File: src/rtl/kmp_pkg.sv
// Shared types and constants for the streaming KMP matcher.
// No dependencies; imported by the controller, the datapath and the top level.
package kmp_pkg;

    localparam int PAT_MAX  = 64;
    localparam int POS_BITS = 32;

    localparam int PAT_BITS = (PAT_MAX > 1) ? $clog2(PAT_MAX) : 1;  // store index
    localparam int LEN_BITS = $clog2(PAT_MAX + 1);                  // 0..PAT_MAX

    localparam int START_BITS = 32;

    // request opcodes (cmd field)
    localparam logic CMD_LOAD = 1'b0;
    localparam logic CMD_SCAN = 1'b1;

    // result status codes
    localparam logic [1:0] STATUS_OK    = 2'd0;
    localparam logic [1:0] STATUS_FULL  = 2'd1;
    localparam logic [1:0] STATUS_EMPTY = 2'd2;
    localparam logic [1:0] STATUS_SAT   = 2'd3;

    // controller -> datapath
    typedef struct packed {
        logic accept;   // latch the request and issue the first table read
        logic finish;   // commit state updates and load the result register
    } t_dp_cmd;

    // datapath -> controller
    typedef struct packed {
        logic step_done;  // failure walk has settled this cycle
    } t_dp_stat;

endpackage

File: src/rtl/kmp_ram.sv
// Generic single-write, single-read RAM with registered read data.
// No dependencies.
module kmp_ram #(
    parameter int WIDTH = 8,
    parameter int DEPTH = 64
) (
    input  logic                                        i_clk,
    input  logic                                        i_we,
    input  logic [((DEPTH > 1) ? $clog2(DEPTH) : 1)-1:0] i_waddr,
    input  logic [WIDTH-1:0]                            i_wdata,
    input  logic [((DEPTH > 1) ? $clog2(DEPTH) : 1)-1:0] i_raddr,
    output logic [WIDTH-1:0]                            o_rdata
);

    logic [WIDTH-1:0] r_mem [DEPTH];
    logic [WIDTH-1:0] r_rdata;

    always_ff @(posedge i_clk) begin
        if (i_we) begin
            r_mem[i_waddr] <= i_wdata;
        end
        r_rdata <= r_mem[i_raddr];
    end

    assign o_rdata = r_rdata;

endmodule

File: src/rtl/kmp_ctrl.sv
// Request sequencer: accept, walk the failure links, hand off the result.
// Depends on kmp_pkg (command and status structs).
module kmp_ctrl (
    input  logic              i_clk,
    input  logic              i_rst_n,
    input  logic              i_valid,
    output logic              o_stall,
    output logic              o_valid,
    input  logic              i_stall,
    input  kmp_pkg::t_dp_stat i_stat,
    output kmp_pkg::t_dp_cmd  o_cmd
);
    import kmp_pkg::*;

    localparam logic ST_IDLE = 1'b0;
    localparam logic ST_WALK = 1'b1;

    logic r_state, n_state;
    logic r_out_valid, n_out_valid;
    logic out_free;

    assign out_free = !r_out_valid || !i_stall;

    always_comb begin
        n_state      = r_state;
        o_cmd.accept = 1'b0;
        o_cmd.finish = 1'b0;
        case (r_state)
            ST_IDLE: begin
                if (i_valid) begin
                    o_cmd.accept = 1'b1;
                    n_state      = ST_WALK;
                end
            end
            ST_WALK: begin
                if (i_stat.step_done && out_free) begin
                    o_cmd.finish = 1'b1;
                    n_state      = ST_IDLE;
                end
            end
            default: begin
                n_state = ST_IDLE;
            end
        endcase
    end

    always_comb begin
        n_out_valid = r_out_valid;
        if (o_cmd.finish) begin
            n_out_valid = 1'b1;
        end else if (!i_stall) begin
            n_out_valid = 1'b0;
        end
    end

    always_ff @(posedge i_clk) begin
        if (!i_rst_n) begin
            r_state     <= ST_IDLE;
            r_out_valid <= 1'b0;
        end else begin
            r_state     <= n_state;
            r_out_valid <= n_out_valid;
        end
    end

    assign o_stall = (r_state != ST_IDLE);
    assign o_valid = r_out_valid;

endmodule

File: src/rtl/kmp_dp.sv
// Matcher datapath: pattern and border RAMs, walk register, counters, result.
// Depends on kmp_pkg and kmp_ram.
module kmp_dp (
    input  logic                        i_clk,
    input  logic                        i_rst_n,
    input  kmp_pkg::t_dp_cmd            i_ctl,
    output kmp_pkg::t_dp_stat           o_stat,
    input  logic                        i_cmd,
    input  logic                        i_restart,
    input  logic [7:0]                  i_data_byte,
    output logic                        o_match_found,
    output logic [kmp_pkg::START_BITS-1:0] o_match_start,
    output logic                        o_any_match,
    output logic [1:0]                  o_status
);
    import kmp_pkg::*;

    localparam logic [POS_BITS-1:0] POS_TOP = {POS_BITS{1'b1}};

    // architectural state
    logic [LEN_BITS-1:0] r_len;
    logic [PAT_BITS-1:0] r_matched;
    logic [PAT_BITS-1:0] r_last_border;   // border of the last stored byte
    logic [POS_BITS-1:0] r_pos;
    logic                r_seen;

    // request in flight
    logic                r_op;
    logic [7:0]          r_b;
    logic                r_full;
    logic                r_nowalk;
    logic                r_sat;
    logic [POS_BITS-1:0] r_p;
    logic [LEN_BITS-1:0] r_m, n_m;

    // result register
    logic                  r_match_found;
    logic [START_BITS-1:0] r_match_start;
    logic                  r_any_match;
    logic [1:0]            r_status;

    logic [LEN_BITS-1:0] len_eff;
    logic [PAT_BITS-1:0] matched_eff;
    logic [POS_BITS-1:0] p_eff;
    logic                full_eff;
    logic                nowalk_eff;
    logic [LEN_BITS-1:0] m0;
    logic [LEN_BITS-1:0] m_final;
    logic [7:0]          pat_q;
    logic [PAT_BITS-1:0] brd_q;
    logic                hit;
    logic                we;
    logic                found;
    logic [POS_BITS-1:0] start_pos;

    // restart takes effect before the byte
    always_comb begin
        len_eff     = (i_cmd == CMD_LOAD && i_restart) ? '0 : r_len;
        matched_eff = (i_cmd == CMD_SCAN && i_restart) ? '0 : r_matched;
        p_eff       = (i_cmd == CMD_SCAN && i_restart) ? '0 : r_pos;
        full_eff    = (len_eff == LEN_BITS'(PAT_MAX));
        if (i_cmd == CMD_LOAD) begin
            nowalk_eff = (len_eff == '0) || full_eff;
            m0         = nowalk_eff ? '0 : LEN_BITS'(r_last_border);
        end else begin
            nowalk_eff = (r_len == '0);
            if (nowalk_eff || LEN_BITS'(matched_eff) >= r_len) begin
                m0 = '0;
            end else begin
                m0 = LEN_BITS'(matched_eff);
            end
        end
    end

    assign hit              = (pat_q == r_b);
    assign o_stat.step_done = r_nowalk || (r_m == '0) || hit;
    assign m_final          = (!r_nowalk && hit) ? r_m + LEN_BITS'(1) : r_m;

    // read address always tracks the next walk value
    always_comb begin
        if (i_ctl.accept) begin
            n_m = m0;
        end else if (!o_stat.step_done) begin
            n_m = LEN_BITS'(brd_q);
        end else begin
            n_m = r_m;
        end
    end

    assign we = i_ctl.finish && (r_op == CMD_LOAD) && !r_full;

    kmp_ram #(.WIDTH(8), .DEPTH(PAT_MAX)) u_pat_ram (
        .i_clk   (i_clk),
        .i_we    (we),
        .i_waddr (r_len[PAT_BITS-1:0]),
        .i_wdata (r_b),
        .i_raddr (n_m[PAT_BITS-1:0]),
        .o_rdata (pat_q)
    );

    // border[j] lives at address j; a walk at m reads border[m-1]
    kmp_ram #(.WIDTH(PAT_BITS), .DEPTH(PAT_MAX)) u_brd_ram (
        .i_clk   (i_clk),
        .i_we    (we),
        .i_waddr (r_len[PAT_BITS-1:0]),
        .i_wdata (m_final[PAT_BITS-1:0]),
        .i_raddr (PAT_BITS'(n_m - LEN_BITS'(1))),
        .o_rdata (brd_q)
    );

    assign found     = (r_len != '0) && (m_final == r_len);
    assign start_pos = r_p - POS_BITS'(r_len - LEN_BITS'(1));

    always_ff @(posedge i_clk) begin
        if (!i_rst_n) begin
            r_len         <= '0;
            r_matched     <= '0;
            r_last_border <= '0;
            r_pos         <= '0;
            r_seen        <= 1'b0;
        end else if (i_ctl.accept) begin
            if (i_cmd == CMD_LOAD) begin
                r_len     <= len_eff;
                r_matched <= '0;
            end else begin
                r_matched <= matched_eff;
                r_pos     <= (p_eff == POS_TOP) ? p_eff : p_eff + POS_BITS'(1);
                if (i_restart) begin
                    r_seen <= 1'b0;
                end
            end
        end else if (i_ctl.finish) begin
            if (r_op == CMD_LOAD) begin
                if (!r_full) begin
                    r_len         <= r_len + LEN_BITS'(1);
                    r_last_border <= m_final[PAT_BITS-1:0];
                end
            end else if (r_len != '0) begin
                if (found) begin
                    r_seen    <= 1'b1;
                    r_matched <= r_last_border;
                end else begin
                    r_matched <= m_final[PAT_BITS-1:0];
                end
            end
        end
    end

    always_ff @(posedge i_clk) begin
        r_m <= n_m;
        if (i_ctl.accept) begin
            r_op     <= i_cmd;
            r_b      <= i_data_byte;
            r_full   <= full_eff;
            r_nowalk <= nowalk_eff;
            r_p      <= p_eff;
            r_sat    <= (p_eff == POS_TOP);
        end
        if (i_ctl.finish) begin
            if (r_op == CMD_LOAD) begin
                r_match_found <= 1'b0;
                r_match_start <= '0;
                r_any_match   <= r_seen;
                r_status      <= r_full ? STATUS_FULL : STATUS_OK;
            end else begin
                r_match_found <= found;
                r_match_start <= found ? START_BITS'(start_pos) : '0;
                r_any_match   <= r_seen || found;
                if (r_len == '0) begin
                    r_status <= STATUS_EMPTY;
                end else if (r_sat) begin
                    r_status <= STATUS_SAT;
                end else begin
                    r_status <= STATUS_OK;
                end
            end
        end
    end

    assign o_match_found = r_match_found;
    assign o_match_start = r_match_start;
    assign o_any_match   = r_any_match;
    assign o_status      = r_status;

endmodule

File: src/rtl/kmp_stream_matcher.sv
// Top level of the streaming KMP matcher: sequencer plus datapath.
// Depends on kmp_pkg, kmp_ctrl, kmp_dp (and kmp_ram through kmp_dp).
//
//  channel   | direction | handshake          | payload
//  ----------+-----------+--------------------+-------------------------------------
//  request   | in        | i_valid / o_stall  | i_cmd, i_restart, i_data_byte
//  result    | out       | o_valid / i_stall  | o_match_found, o_match_start,
//            |           |                    | o_any_match, o_status
//
// Each request is accepted, walks its failure links and then finishes; the loop is
// bounded by the registered read of the pattern and border RAMs (one link a cycle).
// Synchronous active-low reset clears lengths, position and flags; the RAMs are
// not cleared (only written entries are ever read), so no sweep follows reset.
// A held result (i_stall high) does not block acceptance of the next request;
// that request waits at its final step until the result register frees up.
module kmp_stream_matcher (
    input  logic                           i_clk,
    input  logic                           i_rst_n,
    // request channel
    input  logic                           i_valid,
    output logic                           o_stall,
    input  logic                           i_cmd,
    input  logic                           i_restart,
    input  logic [7:0]                     i_data_byte,
    // result channel
    output logic                           o_valid,
    input  logic                           i_stall,
    output logic                           o_match_found,
    output logic [kmp_pkg::START_BITS-1:0] o_match_start,
    output logic                           o_any_match,
    output logic [1:0]                     o_status
);
    import kmp_pkg::*;

    t_dp_cmd  ctl_cmd;
    t_dp_stat dp_stat;

    // sequencer: owns the state and the result valid bit
    kmp_ctrl u_ctrl (
        .i_clk   (i_clk),
        .i_rst_n (i_rst_n),
        .i_valid (i_valid),
        .o_stall (o_stall),
        .o_valid (o_valid),
        .i_stall (i_stall),
        .i_stat  (dp_stat),
        .o_cmd   (ctl_cmd)
    );

    // datapath: tables, walk register, counters and result payload
    kmp_dp u_dp (
        .i_clk         (i_clk),
        .i_rst_n       (i_rst_n),
        .i_ctl         (ctl_cmd),
        .o_stat        (dp_stat),
        .i_cmd         (i_cmd),
        .i_restart     (i_restart),
        .i_data_byte   (i_data_byte),
        .o_match_found (o_match_found),
        .o_match_start (o_match_start),
        .o_any_match   (o_any_match),
        .o_status      (o_status)
    );

`ifndef ASSERT_OFF
    // a new result never overwrites one still waiting downstream
    a_no_overwrite: assert property (@(posedge i_clk) disable iff (!i_rst_n)
        ctl_cmd.finish |-> (!o_valid || !i_stall))
        else $error("result register overwritten while held");

    // an accepted request holds off the next until it finishes
    a_busy_after_accept: assert property (@(posedge i_clk) disable iff (!i_rst_n)
        ctl_cmd.accept |=> (o_stall && !ctl_cmd.accept))
        else $error("request accepted while another is in flight");

    // a reported match sets the sticky flag in the same result
    a_found_sticky: assert property (@(posedge i_clk) disable iff (!i_rst_n)
        (o_valid && o_match_found) |-> o_any_match)
        else $error("match reported without sticky flag");

    // an empty pattern or a load never reports a match
    a_found_status: assert property (@(posedge i_clk) disable iff (!i_rst_n)
        (o_valid && o_match_found) |-> (o_status == STATUS_OK || o_status == STATUS_SAT))
        else $error("match reported with load or empty-pattern status");
`endif

endmodule
File: config.mk
export PLATFORM = sky130hd
export DESIGN_NAME = kmp_stream_matcher
export DESIGN_NICKNAME = d
export VERILOG_FILES = /design/src/rtl/kmp_pkg.sv /design/src/rtl/kmp_ram.sv /design/src/rtl/kmp_ctrl.sv /design/src/rtl/kmp_dp.sv /design/src/rtl/kmp_stream_matcher.sv
export SDC_FILE = /design/constraint.sdc
export NUM_CORES = 1
export LEC_CHECK = 0
export BUFFER_PORTS_ARGS = -buffer_cell sky130_fd_sc_hd__buf_4
export CORE_MARGIN = 2
export CORE_UTILIZATION = 26
export CTS_CLUSTER_DIAMETER = 150
export DETAILED_ROUTE_END_ITERATION = 8
export GPL_TIMING_DRIVEN = 0
export PLACE_DENSITY_LB_ADDON = 0.3
export SLEW_MARGIN = 30
export SYNTH_ARGS = -nofsm -noshare
export SYNTH_HDL_FRONTEND = slang
export SYNTH_SLANG_ARGS = --single-unit
File: constraint.sdc
create_clock -name i_clk -period 8.1 [get_ports i_clk]
set_clock_uncertainty 0.05 [all_clocks]
set_input_delay 1.62 -clock i_clk [delete_from_list [all_inputs] [get_ports i_clk]]
set_output_delay 1.62 -clock i_clk [all_outputs]
set_load 0.05 [all_outputs]
==> qor.yml, run 1 <==
status:
  status: "complete, no violations"
pwr:
  ir_drop_mv: 0.1680
  total_power_mw: 12.94
  cellLeakagePower_nw: 17.37
  power_density_nw_per_um2: 249.3
routing:
  final_antenna_net_count: 0
  wl_per_cell_um: 23.12
  totalWireLength_mm: 130.0
  dr.first_iter.drc_count: 3119
  drc: 0
  vias_per_cell: 4.821
  first_pass_iters: 7
  vias: 27100
placement:
  dp_cells: 5419
  port_buffers: 51
  place_hpwl_mm: 92.09
  place_congestion: 0.8701
logic_synthesis:
  synth_edf_count: 976
  synth_area_um2: 43780
  synth_top_area_frac: 0.6695
  async_reset_ff_frac: 0
  ys_ff_latch: 1050
  synthFlopType: "edfxtp_1"
  syn_nets: 3157
  synth.area.top_cells: "edfxtp_1, nand2_1, mux4_2, dfxtp_1, nand3_1"
  syn_inst: 3100
  postSynthAreaPerCell_um2: 14.12
  yosysUniqueCellTypes: 82
  yosys_warnings: 0
  ys_seq_area_frac: 0.7033
  yosysTopAreaCell: "edfxtp_1"
cells_and_area:
  postLayoutCoreUtil: 0.3104
  synthToLayoutAreaGrowth_pct: 18.57
  instances_no_fill: 5621
  final_cell_mix: "edfxtp_1, nand2_1, nand3_1, clkbuf_16, and2_1"
  drive_above_1_share: 0.1681
  mostFrequentLayoutCell: "edfxtp_1"
  final_nets: 3387
critical_path:
  worst-setup-path-type: "in2reg"
  cp-start-kind: "input pin"
  crit_required_ns: 8.69
  r2r_setup_slack_ns: 0.84
  cp-end-kind: "flip-flop"
  cp.arrival_ns: 8.41
  worstPathMaxFanout: 10
sta:
  max-slew-margin-rel: 0.2989
  finalCritPeriodShare: 0.9653
  finalSetupViolCount: 0
  hold_violations: 0
  finalCriticalPeriod_ns: 7.819
  tightest_slew_ns: 1.025
  slew_viol_final: 0
  max_clock_freq_mhz: 127.9
  rsz0062_at_grt: "false"
floorplan:
  dieArea_um2: 171700
  core_um2: 167200
  rows: 150
  initial_core_util: 0.2618
  die_h_um: 414.3
  fp.dieW_um: 414.3
  ioPinCount: 52
min_path:
  hp-class: "reg2reg"
clock_tree:
  cts_tree: "done"
  cts_root_buf: "clkbuf_16"
  cts_hold_buffers: 0
  clkSlewWorstSetupHoldPaths_ns: 0.06
  cts_buffer_depth: 3
  clk_latency_ns: 0.72
  htreeDepth: 3
  clock-sinks: 1050
  numCtsBuffers: 113
global_routing:
  antenna_found_initial: 3
  grt_util_all_layers: 0.1472
  grt_pass1_vias: 26170
  grt_start_max_net_pins: 66
  grt_overflow_total: 0
  grt_pass1_wl_mm: 186.6
flow_run:
  maxCapViolCount: 0
-- sequential cells by signal, indices dropped and copies added, names as in the netlist, 2 cells and up --
signal / flops
u_dp.o_match_start: 32
u_dp.o_status: 2
u_dp.r_b: 8
u_dp.r_last_border: 6
u_dp.r_len: 7
u_dp.r_m: 6
u_dp.r_matched: 6
u_dp.r_p: 32
u_dp.r_pos: 32
u_dp.u_brd_ram.o_rdata: 6
u_dp.u_brd_ram.r_mem: 384
u_dp.u_pat_ram.o_rdata: 8
u_dp.u_pat_ram.r_mem: 512
-- final timing paths --
| kind | startpoint | endpoint | cells past startpoint |
|---|---|---|---|
| hold / removal | u_dp.r_matched[0]$_SDFFE_PN0P_ | u_dp.r_matched[0]$_SDFFE_PN0P_ | 2 |
| setup / recovery | i_cmd | u_dp.u_brd_ram.o_rdata[3]$_DFF_P_ | 26 |
| setup reg to reg | u_dp.r_b[1]$_DFFE_PP_ | u_dp.u_brd_ram.o_rdata[3]$_DFF_P_ | 22 |
| hold reg to reg | u_dp.r_matched[0]$_SDFFE_PN0P_ | u_dp.r_matched[0]$_SDFFE_PN0P_ | 2 |
-- through the flow --
| stage | area (um2) | setup WS, ns | hold WS, ns | setup TNS, ns |
|---|---|---|---|---|
| after floorplan | 43780 | 1.757 | 0.3886 | 0 |
| after global placement | 46920 | -2.520 | 0.4178 | -2085.53 |
| after detailed placement | 48320 | -1.690 | 0.4314 | -9.113 |
| after CTS | 51870 | 0.06789 | 0.4410 | 0 |
| after global routing | 51900 | 0.03914 | 0.4794 | 0 |
| final | 51900 | 0.2811 | 0.4418 | 0 |
-- what timing repair did --
item,CTS,global route
setup endpoints to repair,6,6
resized for setup,8,3
hold endpoints to repair,0,0
setup buffers,0,0
-- cell families (layout without fill, tap and decap cells) --
family | Yosys count | in the layout | synth area share
flops | 1050 | 1050 | 0.7033
xor+xnor | 83 | 83 | 0.01764
mux | 133 | 133 | 0.05419
simple gates | 1162 | 1162 | 0.1200
buf+inv | 209 | 524 | 0.02292
other cells | 0 | 2 | 0
compound gates | 419 | 419 | 0.06925
fa+ha+maj | 44 | 44 | 0.01269
-- cell type report --
class	count	area (um2)
diodes	2	5.005
plain buffers	167	863.3
clock buffers	150	3058
clock inverters	50	481.7
fillers	16550	115300
inverters	42	162.7
multi-input cells	1841	12490
flip-flops and latches	1050	30790
well taps	2204	2758
repair buffers	115	1300
-- metal layers --
layer	up-vias	part of all wire	track usage
li1	12190	-	-
met1	13790	0.44	0.1987
met2	933	0.47	0.2413
met3	191	0.060	0.02586
met4	0	0.029	0.04408
met5	-	0	0
-- cells in the mapped netlist, drive strengths merged, types with 11 or more instances --
cell type and instances:
edfxtp 976, nand2 610, nor2 144, nand3 128, and2 116, buf 101
mux4 82, a31oi 79, and3 74, dfxtp 74, a311oi 71, a21oi 67
clkbuf 66, xnor2 58, a211oi 51, ha 42, inv 41, mux2i 39
o21ai 36, xor2 25, nand4 23, nor3 20, a221oi 19, a22o 16
nor2b 15, a21o 13, mux2 12, nand2b 11
-- worst max-delay path, stage by stage --
cell      delay [ns]
buf_4           0.15
nand2_1         0.34
clkbuf_2        0.34
clkbuf_2        0.31
nand2_1         0.10
ha_1            0.27
nand2b_1        0.09
a21oi_1         0.07
maj3_1          0.34
o21a_4          0.26
a22oi_1         0.28
o21a_2          0.37
buf_6           0.24
buf_6           0.24
buf_2           0.29
buf_4           0.34
ha_2            0.39
xnor2_4         0.18
buf_6           0.24
buf_2           0.30
buf_2           0.36
buf_2           0.38
nand2_1         0.10
a31oi_1         0.46
nand3_1         0.18
nand2_1         0.09
-- power by group --
group	internal, mW	total, mW	switching, mW
registers	6.04	6.08	0.0394
logic	0.600	1.87	1.27
clock network	2.84	4.99	2.16
total	9.48	12.9	3.46
No activity file was read; power rests on OpenSTA's default activity.
==> run 2, diff against run 1 <==
--- a/config.mk
+++ b/config.mk
@@ -5,7 +5,9 @@
 export SDC_FILE = /design/constraint.sdc
 export NUM_CORES = 1
 export LEC_CHECK = 0
+export ABC_AREA = 1
 export BUFFER_PORTS_ARGS = -buffer_cell sky130_fd_sc_hd__buf_4
+export CAP_MARGIN = 0
 export CORE_MARGIN = 2
 export CORE_UTILIZATION = 26
 export CTS_CLUSTER_DIAMETER = 150
@@ -15,4 +17,5 @@
 export SLEW_MARGIN = 30
 export SYNTH_ARGS = -nofsm -noshare
 export SYNTH_HDL_FRONTEND = slang
+export SYNTH_HIERARCHICAL = 1
 export SYNTH_SLANG_ARGS = --single-unit
==> qor.yml, run 2 <==
logic_synthesis:
  synthFlopType: "edfxtp_1"
  syn_inst: 4393
  async_reset_ff_frac: 0
  postSynthAreaPerCell_um2: 10.61
  synth_edf_count: 976
  ys_seq_area_frac: 0.6607
  yosysTopAreaCell: "edfxtp_1"
  yosys-top-cells-count: "nand2_1, edfxtp_1, nand3_1"
  synth_top_area_frac: 0.6289
  synth.most_common_cell: "nand2_1"
  synth.area.top_cells: "edfxtp_1, nand2_1, nand3_1, dfxtp_1, nor2_1"
  yosysUniqueCellTypes: 53
  yosys_warnings: 6
  synth_area_um2: 46600
  ys_ff_latch: 1050
  syn_nets: 4450
pwr:
  power_density_nw_per_um2: 254.4
  cellLeakagePower_nw: 19.80
  ir_drop_mv: 0.1775
critical_path:
  worst-setup-path-type: "reg2reg"
  worstPathMaxFanout: 38
  cp-start-kind: "flip-flop"
  cp-end-kind: "flip-flop"
  crit_required_ns: 8.39
  reg2regPathDepth: 17
  cp.arrival_ns: 6.18
routing:
  vias_per_cell: 4.755
  vias: 33530
  wl_per_cell_um: 20.36
  drc: 1
  totalWireLength_mm: 143.6
  first_pass_iters: 9
  final_antenna_net_count: 0
  dr.first_iter.drc_count: 3401
clock_tree:
  clock-sinks: 1050
  numCtsBuffers: 107
  clk_latency_ns: 0.75
  cts_root_buf: "clkbuf_16"
  cts_buffer_depth: 3
  htreeDepth: 3
  cts_resized: 0
  cts_tree: "done"
  cts_setup_buffers: 0
  clkSlewWorstSetupHoldPaths_ns: 0.06
  cts_hold_buffers: 0
cells_and_area:
  largest_reg_flops: 512
  largestRegisters: "u_dp/u_pat_ram/r_mem: 512 flops, u_dp/u_brd_ram/r_mem: 384 flops"
  final_cell_mix: "nand2_1, edfxtp_1, nand3_1, nor2_1, inv_1"
  synthToLayoutAreaGrowth_pct: 16.50
  antenna_cells: 0
  final_nets: 4665
  top_register: "u_dp/u_pat_ram/r_mem"
  drive_above_1_share: 0.1186
  final_area_um2: 54300
  mostFrequentLayoutCell: "nand2_1"
sta:
  tightest_slew_ns: 1.019
  finalCritPeriodShare: 0.7280
  rsz0062_at_grt: "false"
  hold_violations: 0
  slew_viol_final: 0
  max-slew-margin-rel: 0.3182
  finalCriticalPeriod_ns: 5.897
  finalSetupViolCount: 0
  max_clock_freq_mhz: 169.6
  postLayoutSetupSlackWorst_ns: 2.203
floorplan:
  fp.dieW_um: 427.4
  ioPinCount: 52
  rows: 155
  core_um2: 178200
  die_h_um: 427.4
  initial_core_util: 0.2615
  dieArea_um2: 182600
global_routing:
  grt_start_max_net_pins: 67
  use_met2: 0.2394
  grt_util_all_layers: 0.1542
  grt_pass1_vias: 31270
  grt_overflow_total: 0
  use_met3: 0.02267
  grt_pass1_wl_mm: 209.8
  grt.busiest_layer: "met2"
  use_met1: 0.2198
  antenna_found_initial: 1
placement:
  place_congestion: 0.9251
  place_hpwl_mm: 102.5
  pre_cts_ws_ns: 1.528
  place_area_um2: 50710
  port_buffers: 51
flow_run:
  maxCapViolCount: 0
min_path:
  hold_depth: 2
  hp-class: "reg2reg"
status:
  status: "complete, but fails checks"
  violations: "DRC"
-- run 2: cell count changes after synthesis, moves of 37 or more --
cell      delta
a311oi_1    -70
nor2_1      +92
mux2i_1     -39
a31oi_1     -74
a211oi_1    -44
xnor2_1     -37
nand2_1    +777
inv_1      +140
mux4_2      -82
and3_1      -73
and2_1      -93
nand3_1    +713
-- run 2: cell families (layout without fill, tap and decap cells) --
group	count (synthesis)	in the layout	share of synthesized area
buf+inv	419	723	0.04639
simple gates	2629	2629	0.2479
fa+ha+maj	43	43	0.01171
flops	1050	1050	0.6607
compound gates	198	198	0.02320
xor+xnor	54	54	0.01015
-- run 2: power breakdown --
group / switching [mW] / total [mW] / internal, mW
combinational: 1.93 / 2.65 / 0.723
sequential: 0.0457 / 6.11 / 6.06
clock: 2.16 / 5.05 / 2.89
-- run 2: cell type report --
type	count	area, um2
Multi-Input combinational cell	2924	13800
Clock inverter	66	718.2
Tap cell	2355	2947
Timing Repair Buffer	106	1022
Buffer	224	1425
Fill cell	18160	123900
Inverter	195	747.0
Sequential cell	1050	30790
Clock buffer	132	2851
-- run 2: final timing paths --
| path | start | end | slack (ns) |
|---|---|---|---|
| worst max-delay path | u_dp/r_b[4]$_DFFE_PP_ | u_dp/u_pat_ram/r_mem[30][2]$_DFFE_PP_ | 2.20 |
| worst min-delay path | u_dp/r_pos[7]$_SDFFE_PN0P_ | u_dp/r_pos[7]$_SDFFE_PN0P_ | 0.42 |
| worst max register to register | u_dp/r_b[4]$_DFFE_PP_ | u_dp/u_pat_ram/r_mem[30][2]$_DFFE_PP_ | 2.20 |
| worst min register to register | u_dp/r_pos[7]$_SDFFE_PN0P_ | u_dp/r_pos[7]$_SDFFE_PN0P_ | 0.42 |
-- run 2: per-layer routing --
layer / vias to the layer above / routed length, um
met3: 260 / 9392
met1: 16440 / 64730
met2: 1182 / 65050
met4: 0 / 4402
li1: 15650 / -
met5: - / 0
-- run 2: critical path, stage by stage, from the launching register on --
cell and delay (ns):
edfxtp_1 0.75, buf_6 0.28, inv_1 0.06, nand2_1 0.05
nand2_1 0.07, nor2_1 0.14, nand2_2 0.10, nor2_8 0.17
nor2_2 0.11, inv_1 0.24, nand2_1 0.13, nor2_2 0.13
buf_4 0.44, nand2_1 0.10, nor2_1 0.55, clkbuf_1 0.37
nand4_1 0.66, nor2_1 1.03
-- run 2: metrics by stage --
step	utilization	cells	hold WS (ns)	setup TNS (ns)	total power [mW]
detailed placement	0.2845	6854	0.4075	0	8.842
CTS	0.3046	7052	0.4175	0	13.89
global route	0.3046	7052	0.4342	0	14.34
global placement	0.2802	6799	0.4031	-8.283	8.804
finish	0.3046	7052	0.4172	0	13.81
floorplan	-	4393	0.3953	0	7.791
